--- config.mk ---
export PLATFORM = sky130hd
export DESIGN_NAME = rotation_to_key_tap_quantizer_top_flat
export DESIGN_NICKNAME = d
export VERILOG_FILES = /design/src/rtktq_pkg.sv /design/src/rtktq_if.sv /design/src/rotation_to_key_tap_quantizer_top.sv /design/src/rtktq_div.sv /design/src/flat_wrapper.sv
export SDC_FILE = /design/constraint.sdc
export NUM_CORES = 1
export LEC_CHECK = 0
export ABC_CLOCK_PERIOD_IN_PS = 8189
export BUFFER_PORTS_ARGS = -buffer_cell sky130_fd_sc_hd__buf_4
export CAP_MARGIN = 25
export CORE_ASPECT_RATIO = 0.9
export CORE_MARGIN = 3
export CORE_UTILIZATION = 50
export CTS_CLUSTER_SIZE = 25
export DETAILED_ROUTE_END_ITERATION = 7
export GPL_ROUTABILITY_DRIVEN = 0
export PLACE_DENSITY_LB_ADDON = 0.05
export SLEW_MARGIN = 0
export SYNTH_ARGS = -nofsm -noshare
export SYNTH_HDL_FRONTEND = slang
export SYNTH_SLANG_ARGS = --single-unit
--- constraint.sdc ---
create_clock -name clk_i -period 8.19 [get_ports clk_i]
set_input_delay 1.2285 -clock clk_i [delete_from_list [all_inputs] [get_ports clk_i]]
set_output_delay 1.2285 -clock clk_i [all_outputs]
set_load 0.005 [all_outputs]
--- src/rtktq_pkg.sv ---
// Package for the rotation to key tap quantizer: field widths, codes, sequencer
// states and the request/response bundles of the shared divider.
// No dependencies; every other file of the block refers to it by scoped names.
`timescale 1ns / 1ps

package rtktq_pkg;

  // Field widths fixed by the item formats.
  localparam int MODE_W     = 2;
  localparam int SID_W      = 2;
  localparam int DEG_W      = 16;
  localparam int MICRO_W    = 21;
  localparam int POS_W      = 8;
  localparam int TPT_W      = 9;
  localparam int CFG_IDX_W  = 2;
  localparam int CFG_DATA_W = 9;

  // Internal arithmetic widths.
  localparam int REST_DEG_W = 10;  // remainder of the detent division, |r| < 360
  localparam int WHOLE_W    = 18;  // remainder + delta + carry from the millionths
  localparam int FRAC_W     = 22;  // two millionth values summed
  localparam int DIVD_W     = 16;  // magnitude of the whole degrees
  localparam int DIVS_W     = 9;   // detent size in degrees

  localparam int DEG_PER_TURN  = 360;
  localparam int MICRO_PER_DEG = 1000000;

  localparam int SENSOR_COUNT_DEF = 4;
  localparam int MAX_TICKS_DEF    = 16;

  // Item modes; the fourth code behaves like a discard.
  localparam logic [MODE_W-1:0] MODE_SAMPLE  = 2'd0;
  localparam logic [MODE_W-1:0] MODE_TRIGGER = 2'd1;
  localparam logic [MODE_W-1:0] MODE_DISCARD = 2'd2;

  // Configuration register indexes.
  localparam logic [CFG_IDX_W-1:0] CFG_TICKS_PER_TURN = 2'd0;
  localparam logic [CFG_IDX_W-1:0] CFG_UP_POSITION    = 2'd1;
  localparam logic [CFG_IDX_W-1:0] CFG_DOWN_POSITION  = 2'd2;

  typedef enum logic [2:0] {
    ST_IDLE,
    ST_STEP,
    ST_NORM,
    ST_QUOT,
    ST_EMIT
  } state_e;

  typedef struct packed {
    logic              start;
    logic [DIVD_W-1:0] dividend;
    logic [DIVS_W-1:0] divisor;
  } div_req_t;

  typedef struct packed {
    logic              done;
    logic [DIVD_W-1:0] quotient;
    logic [DIVS_W-1:0] remainder;
  } div_rsp_t;

endpackage

--- src/rtktq_if.sv ---
// Valid/ready channel interfaces for the rotation to key tap quantizer.
// Depends on rtktq_pkg for the field widths.
`timescale 1ns / 1ps

interface rtktq_in_if;
  logic                                  valid;
  logic                                  ready;
  logic        [rtktq_pkg::MODE_W-1:0]   mode;
  logic        [rtktq_pkg::SID_W-1:0]    sensor_id;
  logic signed [rtktq_pkg::DEG_W-1:0]    delta_degrees;
  logic signed [rtktq_pkg::MICRO_W-1:0]  delta_micro;

  modport source (output valid, mode, sensor_id, delta_degrees, delta_micro, input ready);
  modport sink   (input valid, mode, sensor_id, delta_degrees, delta_micro, output ready);
endinterface

interface rtktq_out_if;
  logic                          valid;
  logic                          ready;
  logic [rtktq_pkg::POS_W-1:0]   key_position;
  logic                          last_press;

  modport source (output valid, key_position, last_press, input ready);
  modport sink   (input valid, key_position, last_press, output ready);
endinterface

--- src/rotation_to_key_tap_quantizer_top.sv ---
// Top level of the rotation to key tap quantizer: sequencer, per-sensor state,
// configuration registers and press output. Depends on rtktq_pkg, rtktq_if, rtktq_div.
`timescale 1ns / 1ps

//  Channel   Direction  Beat carries                                  Handshake
//  in_s      in         mode, sensor_id, delta_degrees, delta_micro   valid/ready
//  out_s     out        key_position, last_press                      valid/ready
//  cfg       in         cfg_idx_i, cfg_data_i                         cfg_we_i
//
// A sample beat with nonzero degrees makes two passes through the shared divider: the first
// finds the detent size, which is latched; the millionths carry is then applied in steps of
// 1000000 and the second pass divides the whole degrees by the detent. A trigger beat with n
// pending ticks emits one press per cycle while the sink takes them; every other beat is done
// in the cycle it is accepted. Reset clears all sensor state and loads the register defaults;
// no clearing pass. The input is held off while a beat is in progress, and a stalled output
// holds its beat and the press run with it.

module rotation_to_key_tap_quantizer_top #(
  parameter int SENSOR_COUNT = rtktq_pkg::SENSOR_COUNT_DEF,
  parameter int MAX_TICKS    = rtktq_pkg::MAX_TICKS_DEF
) (
  input  logic                                clk_i,
  input  logic                                rst_ni,
  input  logic                                cfg_we_i,
  input  logic [rtktq_pkg::CFG_IDX_W-1:0]     cfg_idx_i,
  input  logic [rtktq_pkg::CFG_DATA_W-1:0]    cfg_data_i,
  rtktq_in_if.sink                            in_s,
  rtktq_out_if.source                         out_s
);

  localparam int IDX_W      = (SENSOR_COUNT > 1) ? $clog2(SENSOR_COUNT) : 1;
  localparam int CNT_W      = $clog2(MAX_TICKS + 1);
  localparam int PEND_W     = CNT_W + 1;
  localparam int WHOLE_W    = rtktq_pkg::WHOLE_W;
  localparam int FRAC_W     = rtktq_pkg::FRAC_W;
  localparam int REST_DEG_W = rtktq_pkg::REST_DEG_W;
  localparam int MICRO_W    = rtktq_pkg::MICRO_W;
  localparam int DIVD_W     = rtktq_pkg::DIVD_W;
  localparam int DIVS_W     = rtktq_pkg::DIVS_W;
  localparam int POS_W      = rtktq_pkg::POS_W;
  localparam int TPT_W      = rtktq_pkg::TPT_W;

  localparam logic signed [FRAC_W-1:0]  MICRO      = FRAC_W'(rtktq_pkg::MICRO_PER_DEG);
  localparam logic signed [MICRO_W-1:0] MAX_MICRO  = MICRO_W'(MAX_TICKS);
  localparam logic signed [PEND_W-1:0]  MAX_PEND   = PEND_W'(MAX_TICKS);
  localparam logic        [DIVD_W-1:0]  MAX_QUOT   = DIVD_W'(MAX_TICKS);
  localparam logic        [TPT_W-1:0]   TURN_DEG   = TPT_W'(rtktq_pkg::DEG_PER_TURN);

  rtktq_pkg::state_e state_q, state_d;

  // Configuration registers.
  logic [TPT_W-1:0] tpt_q;
  logic [POS_W-1:0] up_q;
  logic [POS_W-1:0] down_q;

  // Per-sensor state.
  logic signed [REST_DEG_W-1:0] rest_deg_q   [SENSOR_COUNT];
  logic signed [MICRO_W-1:0]    rest_micro_q [SENSOR_COUNT];
  logic signed [PEND_W-1:0]     pend_q       [SENSOR_COUNT];

  // Working registers of the sample sequence.
  logic [IDX_W-1:0]          idx_q;
  logic signed [WHOLE_W-1:0] whole_q, whole_d;
  logic signed [FRAC_W-1:0]  frac_q, frac_d;
  logic [DIVS_W-1:0]         step_q;

  // Press emission.
  logic [CNT_W-1:0] cnt_q;
  logic [POS_W-1:0] pos_q;
  logic             out_valid_q;
  logic [POS_W-1:0] out_key_q;
  logic             out_last_q;

  rtktq_pkg::div_req_t div_req;
  rtktq_pkg::div_rsp_t div_rsp;

  logic                    in_acc;
  logic [IDX_W-1:0]        in_idx;
  logic                    id_ok;
  logic                    deg_zero;
  logic signed [PEND_W-1:0] legacy_ticks;
  logic signed [PEND_W-1:0] cur_pend;
  logic [CNT_W-1:0]        cur_mag;
  logic [TPT_W-1:0]        tpt_eff;
  logic                    frac_hi;
  logic                    frac_lo;
  logic                    whole_neg;
  logic [WHOLE_W-1:0]      whole_abs;
  logic [DIVD_W-1:0]       quot_clamped;
  logic signed [PEND_W-1:0] quot_ticks;
  logic signed [REST_DEG_W-1:0] rem_signed;
  logic                    emit_load;

  rtktq_div u_div (
    .clk_i  (clk_i),
    .rst_ni (rst_ni),
    .req_i  (div_req),
    .rsp_o  (div_rsp)
  );

  // Decode of the incoming beat.
  assign in_acc   = in_s.valid && in_s.ready;
  assign in_idx   = IDX_W'(in_s.sensor_id);
  assign id_ok    = int'(in_s.sensor_id) < SENSOR_COUNT;
  assign deg_zero = in_s.delta_degrees == '0;
  assign cur_pend = pend_q[in_idx];

  // On the legacy path the raw value is the tick count, clamped.
  always_comb begin
    if (in_s.delta_micro > MAX_MICRO) begin
      legacy_ticks = MAX_PEND;
    end else if (in_s.delta_micro < -MAX_MICRO) begin
      legacy_ticks = -MAX_PEND;
    end else begin
      legacy_ticks = PEND_W'(in_s.delta_micro);
    end
  end

  always_comb begin
    if (cur_pend[PEND_W-1]) begin
      cur_mag = CNT_W'(-cur_pend);
    end else begin
      cur_mag = CNT_W'(cur_pend);
    end
  end

  // An unusable ticks_per_turn is pinned into 1..360 so the detent is never zero.
  always_comb begin
    if (tpt_q == '0) begin
      tpt_eff = TPT_W'(1);
    end else if (tpt_q > TURN_DEG) begin
      tpt_eff = TURN_DEG;
    end else begin
      tpt_eff = tpt_q;
    end
  end

  // Millionths carry: one step of 1000000 toward zero per cycle.
  assign frac_hi = frac_q >= MICRO;
  assign frac_lo = frac_q <= -MICRO;

  // Signed division is done on magnitudes; quotient and remainder take the
  // sign of the whole degrees, which is truncation toward zero.
  assign whole_neg = whole_q[WHOLE_W-1];
  assign whole_abs = whole_neg ? WHOLE_W'(-whole_q) : WHOLE_W'(whole_q);
  assign quot_clamped = (div_rsp.quotient > MAX_QUOT) ? MAX_QUOT : div_rsp.quotient;
  assign quot_ticks = whole_neg ? -PEND_W'(quot_clamped) : PEND_W'(quot_clamped);
  assign rem_signed = whole_neg ? -REST_DEG_W'(div_rsp.remainder)
                                :  REST_DEG_W'(div_rsp.remainder);

  assign whole_d = WHOLE_W'(rest_deg_q[in_idx]) + WHOLE_W'(in_s.delta_degrees);
  assign frac_d  = FRAC_W'(rest_micro_q[in_idx]) + FRAC_W'(in_s.delta_micro);

  // Next state.
  always_comb begin
    state_d = state_q;
    case (state_q)
      rtktq_pkg::ST_IDLE: begin
        if (in_acc && id_ok) begin
          if (in_s.mode == rtktq_pkg::MODE_SAMPLE && !deg_zero) begin
            state_d = rtktq_pkg::ST_STEP;
          end else if (in_s.mode == rtktq_pkg::MODE_TRIGGER && cur_mag != '0) begin
            state_d = rtktq_pkg::ST_EMIT;
          end
        end
      end
      rtktq_pkg::ST_STEP: begin
        if (div_rsp.done) begin
          state_d = rtktq_pkg::ST_NORM;
        end
      end
      rtktq_pkg::ST_NORM: begin
        if (!frac_hi && !frac_lo) begin
          state_d = rtktq_pkg::ST_QUOT;
        end
      end
      rtktq_pkg::ST_QUOT: begin
        if (div_rsp.done) begin
          state_d = rtktq_pkg::ST_IDLE;
        end
      end
      rtktq_pkg::ST_EMIT: begin
        if (emit_load && cnt_q == CNT_W'(1)) begin
          state_d = rtktq_pkg::ST_IDLE;
        end
      end
      default: begin
        state_d = rtktq_pkg::ST_IDLE;
      end
    endcase
  end

  // Outputs of the sequencer.
  always_comb begin
    in_s.ready       = 1'b0;
    emit_load        = 1'b0;
    div_req.start    = 1'b0;
    div_req.dividend = DIVD_W'(rtktq_pkg::DEG_PER_TURN);
    div_req.divisor  = DIVS_W'(tpt_eff);
    case (state_q)
      rtktq_pkg::ST_IDLE: begin
        in_s.ready    = 1'b1;
        div_req.start = in_acc && id_ok && in_s.mode == rtktq_pkg::MODE_SAMPLE && !deg_zero;
      end
      rtktq_pkg::ST_NORM: begin
        div_req.start    = !frac_hi && !frac_lo;
        div_req.dividend = whole_abs[DIVD_W-1:0];
        div_req.divisor  = step_q;
      end
      rtktq_pkg::ST_EMIT: begin
        emit_load = !out_valid_q || out_s.ready;
      end
      default: begin
      end
    endcase
  end

  always_ff @(posedge clk_i or negedge rst_ni) begin
    if (!rst_ni) begin
      state_q <= rtktq_pkg::ST_IDLE;
    end else begin
      state_q <= state_d;
    end
  end

  // Configuration registers; indexes past the list are ignored.
  always_ff @(posedge clk_i or negedge rst_ni) begin
    if (!rst_ni) begin
      tpt_q  <= TPT_W'(20);
      up_q   <= POS_W'(0);
      down_q <= POS_W'(1);
    end else if (cfg_we_i) begin
      case (cfg_idx_i)
        rtktq_pkg::CFG_TICKS_PER_TURN: tpt_q  <= cfg_data_i;
        rtktq_pkg::CFG_UP_POSITION:    up_q   <= cfg_data_i[POS_W-1:0];
        rtktq_pkg::CFG_DOWN_POSITION:  down_q <= cfg_data_i[POS_W-1:0];
        default: begin
        end
      endcase
    end
  end

  // Per-sensor state updates.
  always_ff @(posedge clk_i or negedge rst_ni) begin
    if (!rst_ni) begin
      for (int i = 0; i < SENSOR_COUNT; i++) begin
        rest_deg_q[i]   <= '0;
        rest_micro_q[i] <= '0;
        pend_q[i]       <= '0;
      end
    end else begin
      if (state_q == rtktq_pkg::ST_IDLE && in_acc && id_ok) begin
        if (in_s.mode == rtktq_pkg::MODE_SAMPLE) begin
          if (deg_zero) begin
            pend_q[in_idx] <= legacy_ticks;
          end
        end else if (in_s.mode != rtktq_pkg::MODE_TRIGGER) begin
          pend_q[in_idx] <= '0;
        end
      end
      if (state_q == rtktq_pkg::ST_QUOT && div_rsp.done) begin
        rest_deg_q[idx_q]   <= rem_signed;
        rest_micro_q[idx_q] <= MICRO_W'(frac_q);
        pend_q[idx_q]       <= quot_ticks;
      end
    end
  end

  // Working registers of the sample sequence and of the press run.
  always_ff @(posedge clk_i) begin
    if (state_q == rtktq_pkg::ST_IDLE && in_acc) begin
      idx_q   <= in_idx;
      whole_q <= whole_d;
      frac_q  <= frac_d;
      cnt_q   <= cur_mag;
      pos_q   <= cur_pend[PEND_W-1] ? down_q : up_q;
    end
    if (state_q == rtktq_pkg::ST_STEP && div_rsp.done) begin
      step_q <= div_rsp.quotient[DIVS_W-1:0];
    end
    if (state_q == rtktq_pkg::ST_NORM) begin
      if (frac_hi) begin
        frac_q  <= frac_q - MICRO;
        whole_q <= whole_q + WHOLE_W'(1);
      end else if (frac_lo) begin
        frac_q  <= frac_q + MICRO;
        whole_q <= whole_q - WHOLE_W'(1);
      end
    end
    if (emit_load) begin
      cnt_q <= cnt_q - 1'b1;
    end
  end

  // Output register: one press per cycle, held while the sink stalls.
  always_ff @(posedge clk_i or negedge rst_ni) begin
    if (!rst_ni) begin
      out_valid_q <= 1'b0;
    end else if (emit_load) begin
      out_valid_q <= 1'b1;
    end else if (out_s.ready) begin
      out_valid_q <= 1'b0;
    end
  end

  always_ff @(posedge clk_i) begin
    if (emit_load) begin
      out_key_q  <= pos_q;
      out_last_q <= cnt_q == CNT_W'(1);
    end
  end

  assign out_s.valid        = out_valid_q;
  assign out_s.key_position = out_key_q;
  assign out_s.last_press   = out_last_q;

endmodule

--- src/rtktq_div.sv ---
// Shared restoring divider, one quotient bit per cycle, unsigned operands.
// Depends on rtktq_pkg for the operand widths and the request/response structs.
`timescale 1ns / 1ps

module rtktq_div (
  input  logic                clk_i,
  input  logic                rst_ni,
  input  rtktq_pkg::div_req_t req_i,
  output rtktq_pkg::div_rsp_t rsp_o
);

  localparam int DIVD_W = rtktq_pkg::DIVD_W;
  localparam int DIVS_W = rtktq_pkg::DIVS_W;
  localparam int CNT_W  = $clog2(DIVD_W);

  logic              busy_q;
  logic              done_q;
  logic [CNT_W-1:0]  cnt_q;
  logic [DIVS_W-1:0] divisor_q;
  logic [DIVS_W-1:0] rem_q;
  logic [DIVD_W-1:0] quo_q;

  logic [DIVS_W:0]   trial;
  logic [DIVS_W:0]   diff;
  logic              fits;

  assign trial = {rem_q, quo_q[DIVD_W-1]};
  assign diff  = trial - {1'b0, divisor_q};
  assign fits  = trial >= {1'b0, divisor_q};

  always_ff @(posedge clk_i or negedge rst_ni) begin
    if (!rst_ni) begin
      busy_q <= 1'b0;
      done_q <= 1'b0;
      cnt_q  <= '0;
    end else begin
      done_q <= 1'b0;
      if (req_i.start) begin
        busy_q <= 1'b1;
        cnt_q  <= CNT_W'(DIVD_W - 1);
      end else if (busy_q) begin
        if (cnt_q == '0) begin
          busy_q <= 1'b0;
          done_q <= 1'b1;
        end else begin
          cnt_q <= cnt_q - 1'b1;
        end
      end
    end
  end

  always_ff @(posedge clk_i) begin
    if (req_i.start) begin
      divisor_q <= req_i.divisor;
      rem_q     <= '0;
      quo_q     <= req_i.dividend;
    end else if (busy_q) begin
      rem_q <= fits ? diff[DIVS_W-1:0] : trial[DIVS_W-1:0];
      quo_q <= {quo_q[DIVD_W-2:0], fits};
    end
  end

  assign rsp_o.done      = done_q;
  assign rsp_o.quotient  = quo_q;
  assign rsp_o.remainder = rem_q;

endmodule

--- src/flat_wrapper.sv ---
// flat-port wrapper written by rule: the top's interface ports become plain ports
module rotation_to_key_tap_quantizer_top_flat 
#(
  parameter int SENSOR_COUNT = rtktq_pkg::SENSOR_COUNT_DEF,
  parameter int MAX_TICKS    = rtktq_pkg::MAX_TICKS_DEF
)
  (clk_i, rst_ni, cfg_we_i, cfg_idx_i, cfg_data_i, in_s_valid, in_s_mode, in_s_sensor_id, in_s_delta_degrees, in_s_delta_micro, in_s_ready, out_s_valid, out_s_key_position, out_s_last_press, out_s_ready);
  rtktq_in_if in_s_i ();
  rtktq_out_if out_s_i ();
  input  logic clk_i;
  input  logic rst_ni;
  input  logic cfg_we_i;
  input  logic [rtktq_pkg::CFG_IDX_W-1:0] cfg_idx_i;
  input  logic [rtktq_pkg::CFG_DATA_W-1:0] cfg_data_i;
  input wire logic [$bits(in_s_i.valid)-1:0] in_s_valid;
  input wire logic [$bits(in_s_i.mode)-1:0] in_s_mode;
  input wire logic [$bits(in_s_i.sensor_id)-1:0] in_s_sensor_id;
  input wire logic [$bits(in_s_i.delta_degrees)-1:0] in_s_delta_degrees;
  input wire logic [$bits(in_s_i.delta_micro)-1:0] in_s_delta_micro;
  output wire logic [$bits(in_s_i.ready)-1:0] in_s_ready;
  output wire logic [$bits(out_s_i.valid)-1:0] out_s_valid;
  output wire logic [$bits(out_s_i.key_position)-1:0] out_s_key_position;
  output wire logic [$bits(out_s_i.last_press)-1:0] out_s_last_press;
  input wire logic [$bits(out_s_i.ready)-1:0] out_s_ready;
  assign in_s_i.valid = in_s_valid;
  assign in_s_i.mode = in_s_mode;
  assign in_s_i.sensor_id = in_s_sensor_id;
  assign in_s_i.delta_degrees = in_s_delta_degrees;
  assign in_s_i.delta_micro = in_s_delta_micro;
  assign in_s_ready = in_s_i.ready;
  assign out_s_valid = out_s_i.valid;
  assign out_s_key_position = out_s_i.key_position;
  assign out_s_last_press = out_s_i.last_press;
  assign out_s_i.ready = out_s_ready;
  rotation_to_key_tap_quantizer_top #(.SENSOR_COUNT(SENSOR_COUNT), .MAX_TICKS(MAX_TICKS)) u_core (.clk_i(clk_i), .rst_ni(rst_ni), .cfg_we_i(cfg_we_i), .cfg_idx_i(cfg_idx_i), .cfg_data_i(cfg_data_i), .in_s(in_s_i), .out_s(out_s_i));
endmodule
==> results by group <==
Status
  • Status: complete, no violations

Layout
  • Register Area: 0.00737 sq mm
  • Post-Layout Cell Count: around 2,100
  • Layout cell share with drive strength beyond 1: 0.199
  • Nets: 1,749
  • Final core area utilization: 0.575
  • Antenna cell count: 0
  • Area growth from synthesis to layout: 11.9%
  • Multi-input gate area: 0.00865 sq mm
  • Fillers: 2,819

Setup path
  • Worst-path fanout max: 42
  • Setup crit end kind: flip-flop
  • Worst endpoint data arrival time: 5120 ps
  • Setup CP Type: primary input to flip-flop
  • Critical Path RT: 8690 ps
  • Crit start category: primary input

Place
  • Port bufs: 67
  • Post-placement cell count: about 2,000
  • Place WS: 2990 ps
  • DP HPWL: 29,600 microns

Synth
  • Largest family of logic cells by synthesized area: compound AO/OA/AOI/OAI gates
  • Library cells used by synthesis: 85
  • Post-synthesis net count: between 1,500 and 2,000
  • Post-Syn Instances: 1,615
  • Mapped Area: approximately 0.017 sq mm
  • Post-Syn Area per Cell: 10.3 sq um
  • #FFs+latches synth: 290
  • Mux share of post-synthesis cell area: 0.135
  • Ys flop type: dfrtp_1
  • Register area share after synthesis: 0.445
  • XOR/XNOR share of the synthesized area: 0.0307
  • Post-Synth Adder-Cell Area: 0.0467
  • Post-Synth Simple-Gate Area: 0.135
  • Ys async rst share: 0.631
  • Ys Warns: 0
  • Complex-gate fraction of the synthesized area: 0.172
  • Number of synthesized flops with an enable pin: between 60 and 70

Clocking
  • H-tree depth: 1
  • TritonCTS clock tree: done
  • Cts repair resizes: 0
  • Total CTS buffers: 31
  • Root Buffer Master: clkbuf_16
  • # Post-CTS Setup Buffers: 0
  • Clock sink count: 290
  • Clock Tree Buf Depth: 3
  • CTS clk-pin slew, worst paths: 70 ps
  • Hold-fix buffers, CTS: 0
  • Clk_lat worst skew: 580 ps

Timing
  • Slew Viols, Final: 0
  • Setup TNS: 0 ps
  • Setup-failing EPs final: 0
  • Final period util: 0.564
  • Min cycle time layout: 4620 ps
  • Worst Tran Pin Value: approximately 1000 ps
  • Final Skew: 7.53 ps
  • Slew margin rel.: 0.319
  • Max Fclk: 216 MHz
  • Final Hold Fails: 0
  • RSZ-0062 raised after global routing: no
  • Post-route setup slack: 3570 ps

Global route
  • Vias in the first global route: 12,500
  • GRT Resource Usage Total: 0.249
  • Initial antenna violation count: 0
  • First-pass GRT wire length: 70,000 microns
  • Congestion Overflow GR: 0
  • Largest net degree at the start of global routing: 76

Drt
  • Vias per cell: between 6 and 7
  • Vias: 12,900
  • DR pass1 iterations: 5
  • Final ANT Viol Nets: 0
  • Remaining DRCs: 0
  • WL per Instance: 21.3 microns
  • DRT Wirelength: 44,100 microns
  • Drt initial violations: 1,073

Floorplanning
  • Area of the core: roughly 0.032 sq mm
  • Die footprint: 0.0354 sq mm
  • Site Rows: 62
  • Die Y: 179 microns
  • Top-Level Pins: 68
  • Starting Density: 0.513
  • Die W: around 200 microns

Job
  • Max-Cap Viols: 0

Worst hold path
  • HP Class: flip-flop to flip-flop

Power
  • Power Total: 5.62 mW
  • Pwr dens: 303 mW/mm^2
  • Static leakage: 7.92 nW
  • VDD IR-drop max: 0.000176 V
-- where the power goes --
part,leakage (nW),internal [mW],total [mW],switching [mW]
clock,0.550,0.936,1.54,0.609
combinational,3.92,0.742,1.80,1.06
sequential,3.45,1.83,2.28,0.445
-- worst paths after layout --
kind                       slack, ps                       start                                     end  depth (start not counted)
max                             3570           in_s_sensor_id[0]              u_core.whole_q[14]$_DFF_P_                         12
min                              430   u_core.pos_q[7]$_DFFE_PP_  u_core.out_s.key_position[7]$_DFFE_PP_                          0
max reg2reg                     4490  u_core.frac_q[2]$_DFFE_PP_         u_core.u_div.quo_q[3]$_DFFE_PP_                         10
min reg2reg                      430   u_core.pos_q[7]$_DFFE_PP_  u_core.out_s.key_position[7]$_DFFE_PP_                          0
max in group asynchronous       6290                      rst_ni     u_core.rest_micro_q[18]$_DFFE_PN0P_                          2
min in group asynchronous        690                      rst_ni              u_core.up_q[5]$_DFFE_PN0P_                          1
-- per-layer routing --
layer,wire (microns),track usage,share of wire
met1,20700,0.371,0.47
met2,20000,0.393,0.45
met3,2560,0.0334,0.058
met4,894,0.0522,0.020
met5,0,0,0
-- state kept, by name (all words and copies together), names as in the netlist, 5 cells and up --
| register | flops |
|---|---|
| u_core.rest_micro_q | 84 |
| u_core.cnt_q | 5 |
| u_core.step_q | 9 |
| u_core.out_s.key_position | 8 |
| u_core.u_div.divisor_q | 9 |
| u_core.u_div.quo_q | 16 |
| u_core.whole_q | 18 |
| u_core.pos_q | 8 |
| u_core.up_q | 8 |
| u_core.u_div.rem_q | 9 |
| u_core.tpt_q | 9 |
| u_core.pend_q | 24 |
| u_core.down_q | 8 |
| u_core.frac_q | 22 |
| u_core.rest_deg_q | 40 |
-- cell type report --
type	count	area share
clock buffers	42	0.0490
repair buffers	88	0.0373
multi-input cells	1173	0.466
inverters	48	0.00971
flip-flops and latches	290	0.397
clock inverters	16	0.0123
well taps	416	0.0281
-- Yosys cell counts (38+ instances only) --
cell      instances  area, sq um
dfxtp_1          43          861
edfxtp_1         64         1920
dfrtp_1         180         4500
ha_1             57          713
mux2_2          117         1320
inv_1            46          173
nor2_1          117          439
nand2_1         156          586
o21ai_0          94          470
xor2_1           38          333
a21oi_1         109          546
clkbuf_1         84          315
-- layout by cell type, fill, tap and decap left out, drive strengths merged, types with 14 or more instances in the layout --
| master | count |
|---|---|
| o21ai | 94 |
| buf | 88 |
| a211oi | 21 |
| nand3 | 35 |
| o221ai | 17 |
| xor2 | 38 |
| nor2 | 117 |
| a32oi | 14 |
| ha | 57 |
| mux4 | 37 |
| clkbuf | 42 |
| edfxtp | 64 |
| dfrtp | 180 |
| nand2 | 156 |
| nand2b | 15 |
| inv | 48 |
| mux2 | 117 |
| nor2b | 20 |
| a21oi | 109 |
| dfxtp | 43 |
| nor4 | 16 |
| or3 | 15 |
| xnor2 | 20 |
| nor3 | 26 |
| a22oi | 15 |
| o31ai | 22 |
-- critical path, cell delays in order --
cell,delay (ps)
buf_4,690
mux4_2,620
ha_1,250
fa_1,440
a211oi_1,330
o21ai_0,230
a311oi_1,390
o21bai_1,120
a21oi_1,300
o21bai_1,120
xnor2_1,130
a211oi_1,220
-- per-stage QoR --
| step | hold WS [ps] | area (sq um) |
|---|---|---|
| after floorplan | 400 | 16600 |
| after global placement | 402 | 17400 |
| after detailed placement | 405 | 17400 |
| after CTS | 421 | 18500 |
| after global routing | 428 | 18500 |
| final | 426 | 18500 |
-- logic make-up after synthesis --
group / Yosys count
AO/OA/AOI/OAI: 426
XOR/XNOR: 58
adder cells (fa/ha/maj): 60
buffers and inverters: 152
flip-flops: 290
multiplexers: 163
AND/OR/NAND/NOR: 466
Power figures use the tool's default switching activity.
